<file path="src/rtl/c6502alu_pkg.sv">
// c6502alu_pkg: operation codes, configuration register indexes and reset
// values for the 6502 ALU core. No dependencies; imported by the ALU core.
`default_nettype none

package c6502alu_pkg;

	// Operation codes of the opcode field
	typedef enum logic [4:0] {
		OP_ORA = 5'd0,
		OP_AND = 5'd1,
		OP_EOR = 5'd2,
		OP_ADC = 5'd3,
		OP_SBC = 5'd4,
		OP_CMP = 5'd5,
		OP_BIT = 5'd6,
		OP_ASL = 5'd7,
		OP_LSR = 5'd8,
		OP_ROL = 5'd9,
		OP_ROR = 5'd10,
		OP_INC = 5'd11,
		OP_DEC = 5'd12,
		OP_ANC = 5'd13,
		OP_ALR = 5'd14,
		OP_ARR = 5'd15,
		OP_SBX = 5'd16,
		OP_ANE = 5'd17,
		OP_LXA = 5'd18,
		OP_SLO = 5'd19,
		OP_RLA = 5'd20,
		OP_SRE = 5'd21,
		OP_RRA = 5'd22,
		OP_DCP = 5'd23,
		OP_ISC = 5'd24
	} op_t;

	localparam int unsigned OP_W  = 5;
	localparam int unsigned DW    = 8;
	localparam int unsigned CFG_W = 1;

	// Configuration register indexes
	localparam logic [CFG_W-1:0] CFG_ANE_MAGIC = 1'b0;
	localparam logic [CFG_W-1:0] CFG_LXA_MAGIC = 1'b1;

	localparam logic [DW-1:0] ANE_MAGIC_RST = 8'hEF;
	localparam logic [DW-1:0] LXA_MAGIC_RST = 8'hEE;

endpackage

`default_nettype wire

</file>
<file path="src/rtl/cpu6502_alu_with_bcd_core.sv">
// cpu6502_alu_with_bcd_core: 8-bit 6502 ALU with NMOS decimal mode and the
// undocumented combined operations. Depends on c6502alu_pkg.
//
// Usage:
//   Requests enter on in_valid/in_ready with the opcode, A (or the compared
//   register), X, the operand byte and the C, D and V flags. Each request
//   yields one result on out_valid/out_ready: new A, new X, the write-back
//   byte of read-modify-write operations and the N, Z, C, V flags.
//   The input register takes the request at the accepting edge, and the
//   result register loads the ALU output and raises out_valid once it is
//   free to advance. Throughput is one request per cycle while out_ready
//   stays high; the whole operation is a single pass through the ALU
//   between the two registers.
//   When the receiver holds out_ready low, the result register holds and
//   the input register still takes one more request; in_ready drops only
//   when both registers are full.
//   The ANE and LXA constants sit on cfg_we/cfg_index/cfg_wdata, written
//   with no read-back. Reset empties the pipeline and sets them to 0xEF
//   and 0xEE.
`default_nettype none

module cpu6502_alu_with_bcd_core (
	input  wire                              clk,
	input  wire                              arst_n,
	input  wire                              in_valid,
	output logic                             in_ready,
	input  wire  [c6502alu_pkg::OP_W-1:0]    opcode,
	input  wire  [c6502alu_pkg::DW-1:0]      acc_in,
	input  wire  [c6502alu_pkg::DW-1:0]      index_x,
	input  wire  [c6502alu_pkg::DW-1:0]      operand,
	input  wire                              carry_in,
	input  wire                              decimal_mode,
	input  wire                              overflow_in,
	output logic                             out_valid,
	input  wire                              out_ready,
	output logic [c6502alu_pkg::DW-1:0]      acc_out,
	output logic [c6502alu_pkg::DW-1:0]      x_out,
	output logic [c6502alu_pkg::DW-1:0]      write_back,
	output logic                             carry_out,
	output logic                             zero_out,
	output logic                             negative_out,
	output logic                             overflow_out,
	input  wire                              cfg_we,
	input  wire  [c6502alu_pkg::CFG_W-1:0]   cfg_index,
	input  wire  [c6502alu_pkg::DW-1:0]      cfg_wdata
);
	import c6502alu_pkg::*;

	logic [DW-1:0] ane_magic_q, lxa_magic_q;

	// input register
	logic          vld_s1;
	logic [OP_W-1:0] op_s1;
	logic [DW-1:0] a_s1, x_s1, m_s1;
	logic          c_s1, d_s1, v_s1;

	// result register
	logic          vld_s2;
	logic [DW-1:0] acc_s2, x_s2, wb_s2;
	logic          c_s2, z_s2, n_s2, v_s2;

	logic adv_s2;

	// ALU results
	logic [DW-1:0] r_acc, r_x, r_wb;
	logic          r_c, r_z, r_n, r_v;

	// shared adder and subtractor operands
	logic [DW-1:0] adc_m, sbc_m, inc_m, dec_m;
	logic          adc_c;
	logic [8:0]    adc_bin;
	logic [4:0]    adc_lo5;
	logic [5:0]    adc_lo6;
	logic          adc_hc;
	logic [8:0]    adc_dsum;
	logic [9:0]    adc_dadj;
	logic [DW-1:0] adc_acc;
	logic          adc_c_o, adc_z, adc_n, adc_v;

	logic [8:0]    sbc_bin;
	logic [5:0]    sbc_lo6, sbc_lo26, sbc_lofix;
	logic [10:0]   sbc_hi, sbc_hifix;
	logic [DW-1:0] sbc_acc;

	logic [DW-1:0] cmp_m, and_am, arr_w, arr_wd, ane_v, lxa_v, sbx_t;
	logic [8:0]    cmp_diff, sbx_diff;
	logic [4:0]    arr_lo, arr_hi;
	logic          arr_rc;

	assign adv_s2   = !vld_s2 || out_ready;
	assign in_ready = !vld_s1 || adv_s2;

	always_ff @(posedge clk or negedge arst_n) begin
		if (!arst_n) begin
			ane_magic_q <= ANE_MAGIC_RST;
			lxa_magic_q <= LXA_MAGIC_RST;
		end else if (cfg_we) begin
			unique case (cfg_index)
				CFG_ANE_MAGIC: ane_magic_q <= cfg_wdata;
				CFG_LXA_MAGIC: lxa_magic_q <= cfg_wdata;
				default: ;
			endcase
		end
	end

	always_ff @(posedge clk or negedge arst_n) begin
		if (!arst_n) begin
			vld_s1 <= 1'b0;
			vld_s2 <= 1'b0;
		end else begin
			if (in_ready) vld_s1 <= in_valid;
			if (adv_s2)   vld_s2 <= vld_s1;
		end
	end

	always_ff @(posedge clk) begin
		if (in_ready) begin
			op_s1 <= opcode;
			a_s1  <= acc_in;
			x_s1  <= index_x;
			m_s1  <= operand;
			c_s1  <= carry_in;
			d_s1  <= decimal_mode;
			v_s1  <= overflow_in;
		end
		if (adv_s2) begin
			acc_s2 <= r_acc;
			x_s2   <= r_x;
			wb_s2  <= r_wb;
			c_s2   <= r_c;
			z_s2   <= r_z;
			n_s2   <= r_n;
			v_s2   <= r_v;
		end
	end

	// ADC, shared by ADC and RRA
	always_comb begin
		inc_m   = m_s1 + 8'd1;
		dec_m   = m_s1 - 8'd1;
		adc_m   = (op_t'(op_s1) == OP_RRA) ? {c_s1, m_s1[7:1]} : m_s1;
		adc_c   = (op_t'(op_s1) == OP_RRA) ? m_s1[0] : c_s1;
		adc_bin = {1'b0, a_s1} + {1'b0, adc_m} + {8'd0, adc_c};
		adc_lo5 = {1'b0, a_s1[3:0]} + {1'b0, adc_m[3:0]} + {4'd0, adc_c};
		adc_lo6 = (adc_lo5 > 5'd9) ? ({1'b0, adc_lo5} + 6'd6) : {1'b0, adc_lo5};
		adc_hc  = (adc_lo6[5:4] != 2'b00);
		adc_dsum = {1'b0, a_s1[7:4], 4'd0} + {1'b0, adc_m[7:4], 4'd0}
			+ {4'd0, adc_hc, 4'd0} + {5'd0, adc_lo6[3:0]};
		adc_dadj = (adc_dsum > 9'h09F) ? ({1'b0, adc_dsum} + 10'h060) : {1'b0, adc_dsum};
		adc_z    = (adc_bin[7:0] == 8'd0);
		if (d_s1) begin
			adc_n   = adc_dsum[7];
			adc_v   = ~(a_s1[7] ^ adc_m[7]) & (a_s1[7] ^ adc_dsum[7]);
			adc_c_o = (adc_dadj[9:8] != 2'b00);
			adc_acc = adc_dadj[7:0];
		end else begin
			adc_n   = adc_bin[7];
			adc_v   = ~(a_s1[7] ^ adc_m[7]) & (a_s1[7] ^ adc_bin[7]);
			adc_c_o = adc_bin[8];
			adc_acc = adc_bin[7:0];
		end
	end

	// SBC, shared by SBC and ISC; flags always come from the binary difference
	always_comb begin
		sbc_m   = (op_t'(op_s1) == OP_ISC) ? inc_m : m_s1;
		sbc_bin = {1'b0, a_s1} + {1'b0, ~sbc_m} + {8'd0, c_s1};
		sbc_lo6 = {2'b00, a_s1[3:0]} - {2'b00, sbc_m[3:0]} - {5'd0, ~c_s1};
		sbc_lo26 = sbc_lo6 + 6'd26;
		// negative low digit: keep the low nibble of lo+26, then subtract 16
		sbc_lofix = sbc_lo6[5] ? {2'b11, sbc_lo26[3:0]} : sbc_lo6;
		sbc_hi = {3'b000, a_s1[7:4], 4'd0} - {3'b000, sbc_m[7:4], 4'd0}
			+ {{5{sbc_lofix[5]}}, sbc_lofix};
		sbc_hifix = sbc_hi[10] ? (sbc_hi - 11'h060) : sbc_hi;
		sbc_acc   = d_s1 ? sbc_hifix[7:0] : sbc_bin[7:0];
	end

	// compares, ARR, and the magic-constant operations
	always_comb begin
		cmp_m    = (op_t'(op_s1) == OP_DCP) ? dec_m : m_s1;
		cmp_diff = {1'b0, a_s1} - {1'b0, cmp_m};
		and_am   = a_s1 & m_s1;
		sbx_t    = a_s1 & x_s1;
		sbx_diff = {1'b0, sbx_t} - {1'b0, m_s1};
		ane_v    = (a_s1 | ane_magic_q) & x_s1 & m_s1;
		lxa_v    = (a_s1 | lxa_magic_q) & m_s1;
		arr_w    = {c_s1, and_am[7:1]};
		arr_lo   = {1'b0, and_am[3:0]} + {4'd0, and_am[0]};
		arr_hi   = {1'b0, and_am[7:4]} + {4'd0, and_am[4]};
		arr_rc   = (arr_hi > 5'd5);
		arr_wd   = (arr_lo > 5'd5) ? {arr_w[7:4], arr_w[3:0] + 4'd6} : arr_w;
		if (arr_rc) arr_wd = arr_wd + 8'h60;
	end

	always_comb begin
		r_acc = a_s1;
		r_x   = x_s1;
		r_wb  = '0;
		r_c   = c_s1;
		r_v   = v_s1;
		r_z   = (a_s1 == 8'd0);
		r_n   = a_s1[7];
		unique case (op_t'(op_s1))
			OP_ORA: r_acc = a_s1 | m_s1;
			OP_AND, OP_ANC: r_acc = and_am;
			OP_EOR: r_acc = a_s1 ^ m_s1;
			OP_ADC, OP_RRA: begin
				r_acc = adc_acc;
				r_c   = adc_c_o;
				r_v   = adc_v;
			end
			OP_SBC, OP_ISC: begin
				r_acc = sbc_acc;
				r_c   = sbc_bin[8];
				r_v   = (a_s1[7] ^ sbc_m[7]) & (a_s1[7] ^ sbc_bin[7]);
			end
			OP_CMP, OP_DCP: r_c = !cmp_diff[8];
			OP_ASL, OP_SLO: r_c = m_s1[7];
			OP_ROL, OP_RLA: r_c = m_s1[7];
			OP_LSR, OP_SRE, OP_ALR: r_c = (op_t'(op_s1) == OP_ALR) ? and_am[0] : m_s1[0];
			OP_ROR: r_c = m_s1[0];
			OP_ARR: begin
				r_acc = d_s1 ? arr_wd : arr_w;
				r_c   = d_s1 ? arr_rc : and_am[7];
				r_v   = d_s1 ? (and_am[6] ^ arr_w[6]) : (and_am[7] ^ and_am[6]);
			end
			OP_SBX: begin
				r_x = sbx_diff[7:0];
				r_c = !sbx_diff[8];
			end
			OP_ANE: r_acc = ane_v;
			OP_LXA: begin
				r_acc = lxa_v;
				r_x   = lxa_v;
			end
			default: ;
		endcase

		// write-back byte of read-modify-write operations
		case (op_t'(op_s1))
			OP_ASL, OP_SLO: r_wb = {m_s1[6:0], 1'b0};
			OP_LSR, OP_SRE: r_wb = {1'b0, m_s1[7:1]};
			OP_ROL, OP_RLA: r_wb = {m_s1[6:0], c_s1};
			OP_ROR, OP_RRA: r_wb = {c_s1, m_s1[7:1]};
			OP_INC, OP_ISC: r_wb = inc_m;
			OP_DEC, OP_DCP: r_wb = dec_m;
			default: r_wb = '0;
		endcase

		// SLO, RLA and SRE fold the write-back byte into A; ALR shifts A AND operand into A
		case (op_t'(op_s1))
			OP_SLO: r_acc = a_s1 | r_wb;
			OP_RLA: r_acc = a_s1 & r_wb;
			OP_SRE: r_acc = a_s1 ^ r_wb;
			OP_ALR: r_acc = {1'b0, and_am[7:1]};
			default: ;
		endcase

		// N and Z
		case (op_t'(op_s1))
			OP_ADC, OP_RRA: begin
				r_z = adc_z;
				r_n = adc_n;
			end
			OP_SBC, OP_ISC: begin
				r_z = (sbc_bin[7:0] == 8'd0);
				r_n = sbc_bin[7];
			end
			OP_CMP, OP_DCP: begin
				r_z = (cmp_diff[7:0] == 8'd0);
				r_n = cmp_diff[7];
			end
			OP_BIT: begin
				r_z = (and_am == 8'd0);
				r_n = m_s1[7];
			end
			OP_ASL, OP_LSR, OP_ROL, OP_ROR, OP_INC, OP_DEC: begin
				r_z = (r_wb == 8'd0);
				r_n = r_wb[7];
			end
			OP_SBX: begin
				r_z = (sbx_diff[7:0] == 8'd0);
				r_n = sbx_diff[7];
			end
			OP_ARR: begin
				r_z = (arr_w == 8'd0);
				r_n = d_s1 ? c_s1 : arr_w[7];
			end
			OP_ORA, OP_AND, OP_EOR, OP_ANC, OP_ALR, OP_ANE, OP_LXA,
			OP_SLO, OP_RLA, OP_SRE: begin
				r_z = (r_acc == 8'd0);
				r_n = r_acc[7];
			end
			default: ;
		endcase

		// BIT copies operand bit 6 to V; ANC copies N to C
		if (op_t'(op_s1) == OP_BIT) r_v = m_s1[6];
		if (op_t'(op_s1) == OP_ANC) r_c = r_n;
	end

	assign out_valid    = vld_s2;
	assign acc_out      = acc_s2;
	assign x_out        = x_s2;
	assign write_back   = wb_s2;
	assign carry_out    = c_s2;
	assign zero_out     = z_s2;
	assign negative_out = n_s2;
	assign overflow_out = v_s2;

`ifndef ASSERT_OFF
	a_stall_only_when_full: assert property (@(posedge clk) disable iff (!arst_n)
		!in_ready |-> (vld_s1 && vld_s2 && !out_ready))
		else $error("in_ready low with a free pipeline slot");

	a_request_moves_on: assert property (@(posedge clk) disable iff (!arst_n)
		(vld_s1 && adv_s2) |=> out_valid)
		else $error("request in input register lost on advance");

	a_x_kept: assert property (@(posedge clk) disable iff (!arst_n)
		(adv_s2 && vld_s1 && op_s1 != OP_SBX && op_s1 != OP_LXA)
		|=> (x_out == $past(x_s1)))
		else $error("X changed by an operation that leaves it");

	a_wb_zero_logic: assert property (@(posedge clk) disable iff (!arst_n)
		(adv_s2 && vld_s1 && (op_s1 == OP_ORA || op_s1 == OP_AND || op_s1 == OP_EOR))
		|=> (write_back == 8'd0))
		else $error("write-back byte nonzero for a logic operation");
`endif

endmodule

`default_nettype wire

</file>
<file path="config.mk">
export PLATFORM = sky130hd
export DESIGN_NAME = cpu6502_alu_with_bcd_core
export DESIGN_NICKNAME = d
export VERILOG_FILES = /design/src/rtl/c6502alu_pkg.sv /design/src/rtl/cpu6502_alu_with_bcd_core.sv
export SDC_FILE = /design/constraint.sdc
export NUM_CORES = 1
export LEC_CHECK = 0
export ABC_AREA = 1
export BUFFER_PORTS_ARGS = -buffer_cell sky130_fd_sc_hd__clkbuf_2
export CORE_ASPECT_RATIO = 0.7
export CORE_MARGIN = 5
export CORE_UTILIZATION = 50
export DETAILED_ROUTE_END_ITERATION = 8
export PLACE_DENSITY = 0.72
export RECOVER_POWER = 50
export SLEW_MARGIN = 20
export SYNTH_ARGS = -nofsm -noshare
export SYNTH_HDL_FRONTEND = slang
export SYNTH_SLANG_ARGS = --single-unit
</file>
<file path="constraint.sdc">
create_clock -name clk -period 5.3 [get_ports clk]
set_input_delay 0.795 -clock clk [delete_from_list [all_inputs] [get_ports clk]]
set_output_delay 0.795 -clock clk [all_outputs]
set_load 0.02 [all_outputs]
</file>
After elaboration in Yosys (flattened, before gate mapping)
Index checks and enable logic that the tools add are counted.
{"block": "totals", "reg_bits": 78, "latchBits": 0, "ram_bits": 0, "rom_bits": 0, "input_bits": 46, "memories": 0}
{"block": "classes", "add_sub_neg": 25, "n_mul": 0, "div": 0, "order_cmp": 4, "eq_ne": 24, "n_shift": 0, "n_mux": 28, "bitwise": 25, "n_reduce_logical": 34}
{"cell": "$logic_not A8 Y1", "n": 9}
{"cell": "$mux W8", "n": 8}
{"cell": "$pmux W8 S8", "n": 1}
{"cell": "$and A8 B8 Y8", "n": 6}
{"cell": "$pmux W8 S6", "n": 1}
{"cell": "$eq A5 B5 Y1 const B", "n": 9}
{"cell": "$eq A5 B4 Y1 const B", "n": 8}
{"cell": "$or A8 B8 Y8", "n": 4}
{"cell": "$pmux W8 S4", "n": 1}
{"cell": "$add A8 B8 Y9", "n": 3}
{"cell": "$sub A8 B8 Y9", "n": 3}
{"cell": "$pmux W1 S8", "n": 3}
{"cell": "$eq A5 B3 Y1 const B", "n": 4}
{"cell": "$reduce_or A2 Y1", "n": 10}
{"cell": "$add A9 B1 Y9", "n": 2}
{"cell": "$pmux W8 S2", "n": 1}
{"cell": "$xor A8 B8 Y8", "n": 2}
{"cell": "$mux W6", "n": 2}
{"cell": "$add A4 B1 Y5", "n": 2}
{"cell": "$add A9 B6 Y10", "n": 1}
{"cell": "$add A9 B7 Y10 const B", "n": 1}
{"cell": "$eq A5 B2 Y1 const B", "n": 2}
{"cell": "$gt A5 B3 Y1 const B", "n": 2}
{"cell": "$mux W10", "n": 1}
{"cell": "32 further kinds", "n": 54}

Longest topological paths before layout
{"block": "depth", "ltp_word": 16, "ltp_mapped": 41}

Least setup slack after synthesis
No wires, ideal clock.
{"block": "synth_path", "path_kind": "flip-flop to flip-flop", "startpoint": "register op_s1[2]", "endpoint": "register c_s2 (netlist: carry_out), data pin", "setup_ns": 0.258, "t_arrival_ns": 4.871, "t_required_ns": 5.042, "path_slack_ns": 0.171, "path_stages_with_launch": 34, "n_path_buf": 1, "synth_period_minus_slack_ns": 5.129, "cell_sequence": "edfxtp_1 inv_2 nor2_4 nand2_4 nor2_8 clkbuf_1 o21ai_0 fa_1 xnor2_1 ha_1 inv_1 nor2_1 nor2_1 nand3_1 o211ai_1 fa_1 ha_1 inv_1 fa_1 ha_1 nor2_1 nor2_1 nand2_1 nand2_1 nand2_1 nand3_1 nand2_1 nand2_1 nand2_1 nand2_1 nand2_1 nand2_1 nand3_1 nand2_1"}
{"block": "synth_between", "elab_chain_len": 16}
{"element": "from (decl)", "line": "cpu6502_alu_with_bcd_core.sv:53", "rtl": "logic [OP_W-1:0] op_s1;"}
{"element": "from (signal assigned)", "line": "cpu6502_alu_with_bcd_core.sv:118", "rtl": "op_s1 <= opcode;"}
{"element": "$eq A5 B5 Y1"}
{"element": "$mux W8", "line": "cpu6502_alu_with_bcd_core.sv:141", "rtl": "adc_m = (op_t'(op_s1) == OP_RRA) ? {c_s1, m_s1[7:1]} : m_s1;"}
{"element": "$add A4 B4 Y5", "line": "cpu6502_alu_with_bcd_core.sv:144", "rtl": "adc_lo5 = {1'b0, a_s1[3:0]} + {1'b0, adc_m[3:0]} + {4'd0, adc_c};"}
{"element": "$add A5 B1 Y5", "line": "cpu6502_alu_with_bcd_core.sv:144"}
{"element": "$add A5 B3 Y6 or $gt A5 B4 Y1 (tied branches)", "line": "cpu6502_alu_with_bcd_core.sv:145", "rtl": "adc_lo6 = (adc_lo5 > 5'd9) ? ({1'b0, adc_lo5} + 6'd6) : {1'b0, adc_lo5};"}
{"element": "$mux W6", "line": "cpu6502_alu_with_bcd_core.sv:145"}
{"element": "$reduce_bool A2 Y1", "line": "cpu6502_alu_with_bcd_core.sv:146", "rtl": "adc_hc = (adc_lo6[5:4] != 2'b00);"}
{"element": "$add A9 B5 Y9", "line": "cpu6502_alu_with_bcd_core.sv:148", "rtl": "+ {4'd0, adc_hc, 4'd0} + {5'd0, adc_lo6[3:0]};"}
{"element": "[2 not listed]"}
{"element": "$mux W10", "line": "cpu6502_alu_with_bcd_core.sv:149", "rtl": "adc_dadj = (adc_dsum > 9'h09F) ? ({1'b0, adc_dsum} + 10'h060) : {1'b0, adc_dsum};"}
{"element": "$mux W8", "line": "cpu6502_alu_with_bcd_core.sv:151", "rtl": "if (d_s1) begin"}
{"element": "$pmux W8 S8", "line": "cpu6502_alu_with_bcd_core.sv:203", "rtl": "unique case (op_t'(op_s1))"}
{"element": "$pmux W8 S4 (*)", "line": "cpu6502_alu_with_bcd_core.sv:251", "rtl": "case (op_t'(op_s1))"}
{"element": "net r_acc[7]", "line": "cpu6502_alu_with_bcd_core.sv:65", "rtl": "logic [DW-1:0] r_acc, r_x, r_wb;"}
{"element": "$pmux W1 S8 (*)", "line": "cpu6502_alu_with_bcd_core.sv:260", "rtl": "case (op_t'(op_s1))"}
{"element": "$mux W1 (*)", "line": "cpu6502_alu_with_bcd_core.sv:299", "rtl": "if (op_t'(op_s1) == OP_ANC) r_c = r_n;"}
{"element": "net r_c", "line": "cpu6502_alu_with_bcd_core.sv:66", "rtl": "logic r_c, r_z, r_n, r_v;"}
{"element": "to (signal assigned)", "line": "cpu6502_alu_with_bcd_core.sv:130", "rtl": "c_s2 <= r_c;"}
{"element": "to (decl)", "line": "cpu6502_alu_with_bcd_core.sv:60", "rtl": "logic c_s2, z_s2, n_s2, v_s2;"}
The timed path passes the listed nets; every way through them passes the cells marked *.
A chain may end at the register's enable or synchronous reset.

Worst setup path after layout
{"block": "layout_path", "startpoint": "register m_s1[0]", "endpoint": "register c_s2 (netlist: carry_out), data pin"}
{"block": "layout_between", "elab_chain_len": 15}
{"element": "from (decl)", "line": "cpu6502_alu_with_bcd_core.sv:54", "rtl": "logic [DW-1:0] a_s1, x_s1, m_s1;"}
{"element": "from (signal assigned)", "line": "cpu6502_alu_with_bcd_core.sv:121", "rtl": "m_s1 <= operand;"}
{"element": "$mux W8", "line": "cpu6502_alu_with_bcd_core.sv:141"}
{"element": "$add A4 B4 Y5", "line": "cpu6502_alu_with_bcd_core.sv:144"}
{"element": "$add A5 B1 Y5", "line": "cpu6502_alu_with_bcd_core.sv:144"}
{"element": "$add A5 B3 Y6 or $gt A5 B4 Y1 (tied branches)", "line": "cpu6502_alu_with_bcd_core.sv:145"}
{"element": "$mux W6", "line": "cpu6502_alu_with_bcd_core.sv:145"}
{"element": "$reduce_bool A2 Y1", "line": "cpu6502_alu_with_bcd_core.sv:146"}
{"element": "$add A9 B5 Y9", "line": "cpu6502_alu_with_bcd_core.sv:148"}
{"element": "$add A9 B4 Y9", "line": "cpu6502_alu_with_bcd_core.sv:148"}
{"element": "$add A9 B7 Y10 or $gt A9 B8 Y1 (tied branches)", "line": "cpu6502_alu_with_bcd_core.sv:149"}
{"element": "$mux W10", "line": "cpu6502_alu_with_bcd_core.sv:149"}
{"element": "$mux W8", "line": "cpu6502_alu_with_bcd_core.sv:151"}
{"element": "$pmux W8 S8", "line": "cpu6502_alu_with_bcd_core.sv:203"}
{"element": "$pmux W8 S4 (*)", "line": "cpu6502_alu_with_bcd_core.sv:251"}
{"element": "net r_acc[7]", "line": "cpu6502_alu_with_bcd_core.sv:65"}
{"element": "$pmux W1 S8 (*)", "line": "cpu6502_alu_with_bcd_core.sv:260"}
{"element": "$mux W1 (*)", "line": "cpu6502_alu_with_bcd_core.sv:299"}
{"element": "net r_c", "line": "cpu6502_alu_with_bcd_core.sv:66"}
Marks and branches as above.

==> impl_metrics.toml <==
[clocking]
numClockSinks = 78
cts_buffer_depth = 2
clock-root-buffer = "clkbuf_16"
clk_latency_ns = 0.35
htreeDepth = 3
cts-hold-fix-buffers = 0
clkTransAtPathRegs_ns = 0.07
tritoncts = "built"
cts_buffers = 9

[worst_setup_path]
end_kind = "flip-flop"
required_ns = 5.39
ff2ff_setup_slack_ns = 0.29
cp_slowest_cell = "fa_1"
ff2ff_path_depth = 29
cp_slowest_stage_delay_ns = 0.52
path_common_cell = "nand2_1"
worstReg2RegEnd = "carry_out"
crit_buf_inv = 4
arrival_ns = 5.10
crit_family = "adder cells"
crit_cells = 29
timing.rr.start = "m_s1[0]"
crit_end = "carry_out"
path_max_fanout = 5
crit_start = "m_s1[0]"
start_kind = "flip-flop"
worstSetupPathType = "reg -> reg"

[synth]
seq_area_frac_synth = 0.293
syn_area_sq_um = 7750
synth_cells = 1017
post-synth-top-area-cell = "edfxtp_1"
ys_warn_count = 0
synth.area.top_cells = "edfxtp_1, ha_1, nand2_1"
synth_top_cell_area_share = 0.232
synth.distinct_cells = 56
syn_avg_cell_area_sq_um = 7.62
synth.net_count = 1163
synth_seq_cells = 78

[sta]
max_freq_ghz = 0.200
relSlewSlack = -0.232
setup_viol = 0
hold_viol_final = 0
tns_ns = 0
worst_pin_slew_ns = 1.85
period_share = 0.946
drv_slew = 35
skew_ns = 0.00858
period_needed_ns = 5.01

[detailed_routing]
wl_um = 27400
drc = 0
drtIter0Drc = 873
wl_per_cell_um = 20.5
drt_pass1_iterations = 5
viasPerCell = 5.85
ant_nets = 0
dr_total_vias = 7817

[grt]
grt_max_degree = 35
grt_overflow_total = 0
grtUsageTotal = 0.294
antenna_found_initial = 0
grt_pass1_vias = 7059
grt_pass1_wl_um = 41100

[placed_design]
dp_hpwl_um = 21900
dpl_cell_area_sq_um = 8580
gp_congestion = 1.04
port_buffers = 75

[run_status]
status = "finished, violations left"
violations = "max-capacitance violations, max-slew violations"

[power_and_ir_drop]
ir_drop_mv = 0.188
power_mw = 2.71
cellLeakagePower_nw = 4.39
powerDensity_nw_per_um2 = 300

[finish]
syn_to_final_growth_pct = 16.2
fin_util = 0.587
layout_commonest_cell = "nand2_1"
final_cell_mix = "nand2_1, inv_1, o21ai_0, ha_1, clkbuf_2"
final_area_sq_um = 9010
antennaDiodeCount = 0
fin_nets = 1278
drive_above_1_share = 0.171

[floorplan]
dieHeight_um = 114
die_area_sq_um = 18100
die-width_um = 159
core_sq_um = 15400
ios = 76
initial_utilization = 0.505
rows = 38

[min_path]
worstHoldPathType = "reg -> reg"

[flow_run]
cap_violations = 1
cells in the mapped netlist (all sizes together):
| master | n |
|---|---|
| or2 | 5 |
| a22oi | 1 |
| a21boi | 1 |
| nor2 | 76 |
| buf | 4 |
| o21ai | 97 |
| a41oi | 1 |
| o311a | 1 |
| a31o | 1 |
| o2111ai | 10 |
| nand3 | 72 |
| clkbuf | 11 |
| o31a | 1 |
| a311oi | 1 |
| and3 | 1 |
| ha | 89 |
| inv | 149 |
| a21oi | 50 |
| o31ai | 3 |
| nand3b | 1 |
| o221ai | 1 |
| a211oi | 1 |
| fa | 11 |
| xnor2 | 10 |
| nand2 | 218 |
| o21bai | 5 |
| nor4b | 1 |
| o211ai | 11 |
| edfxtp | 60 |
| nor3 | 21 |
| nand4 | 13 |
| o22ai | 9 |
| clkinv | 7 |
| or3 | 1 |
| o21a | 1 |
| nor4 | 7 |
| a21o | 1 |
| a221oi | 8 |
| dfrtp | 5 |
| xor2 | 36 |
| dfstp | 13 |
| a31oi | 2 |
area by class of cell:
| cell class | count | area, sq um |
|---|---|---|
| fillers | 1420 | 6350 |
| multi-input cells | 768 | 4900 |
| flip-flops and latches | 78 | 2270 |
| repair buffers | 119 | 697 |
| inverters | 156 | 586 |
| well taps | 200 | 250 |
| clock buffers | 9 | 225 |
| clock inverters | 7 | 85.1 |
layer usage:
| metal | part of all wire | global-route usage | routed length, um | vias to the layer above |
|---|---|---|---|---|
| li1 | - | - | - | 3684 |
| met1 | 0.45 | 0.445 | 12400 | 3563 |
| met2 | 0.37 | 0.386 | 10200 | 489 |
| met3 | 0.14 | 0.0972 | 3780 | 81 |
| met4 | 0.036 | 0.0957 | 979 | 0 |
| met5 | 0 | 0 | 0 | - |
cell families after synthesis:
| kind of cell | Yosys count | share of synthesized area |
|---|---|---|
| and+or+nand+nor | 416 | 0.243 |
| AOI/OAI and AO/OA | 206 | 0.156 |
| buffers and inverters | 171 | 0.0841 |
| adders and majority gates | 100 | 0.172 |
| DFF | 78 | 0.293 |
| xor gates and xnor gates | 46 | 0.0520 |
sequential cells by signal (all words and copies together), names as in the netlist:
signal / count
ane_magic_q: 8
write_back: 8
x_out: 8
op_s1: 5
vld_s1: 1
d_s1: 1
x_s1: 8
negative_out: 1
zero_out: 1
out_valid: 1
carry_out: 1
overflow_out: 1
a_s1: 8
acc_out: 8
lxa_magic_q: 8
v_s1: 1
c_s1: 1
m_s1: 8
report_power, final:
group / leakage [nW] / switching (mW) / internal, mW / total [mW]
clock network: 0.154 / 0.280 / 0.377 / 0.657
registers: 0.807 / 0.0513 / 0.761 / 0.812
logic: 3.43 / 0.801 / 0.436 / 1.24
total: 4.39 / 1.13 / 1.57 / 2.71
how the worst min path moves through the flow:
stage	startpoint	endpoint	slack (ns)	cells past startpoint
after floorplan	vld_s1	out_valid	0.44	2
after global placement	vld_s1	out_valid	0.47	2
after detailed placement	lxa_magic_q[4]	lxa_magic_q[4]	0.48	2
after CTS	arst_n	vld_s1	0.39	1
after global routing	ane_magic_q[5]	ane_magic_q[5]	0.51	2
final	vld_s1	out_valid	0.49	2
per-stage QoR:
step	instances	setup slack, ns	hold slack, ns
6_report	1337	0.288	0.486
5_1_grt	1337	-0.0123	0.509
4_1_cts	1328	0.119	0.387
3_5_place_dp	1312	0.126	0.477
3_3_place_gp	1312	0.246	0.471
2_1_floorplan	1017	0.171	0.435
worst min-delay path: stages (launching register included):
cell	delay, ns
dfrtp_1	0.36
inv_1	0.04
nand2_1	0.05
timing repair:
item / in CTS / in global routing
buffers inserted: 0 / 9
gates resized for setup: 0 / 15
setup endpoints to repair: 0 / 7
endpoints found under the hold margin: 0 / 0
Power figures use the tool's default switching activity.
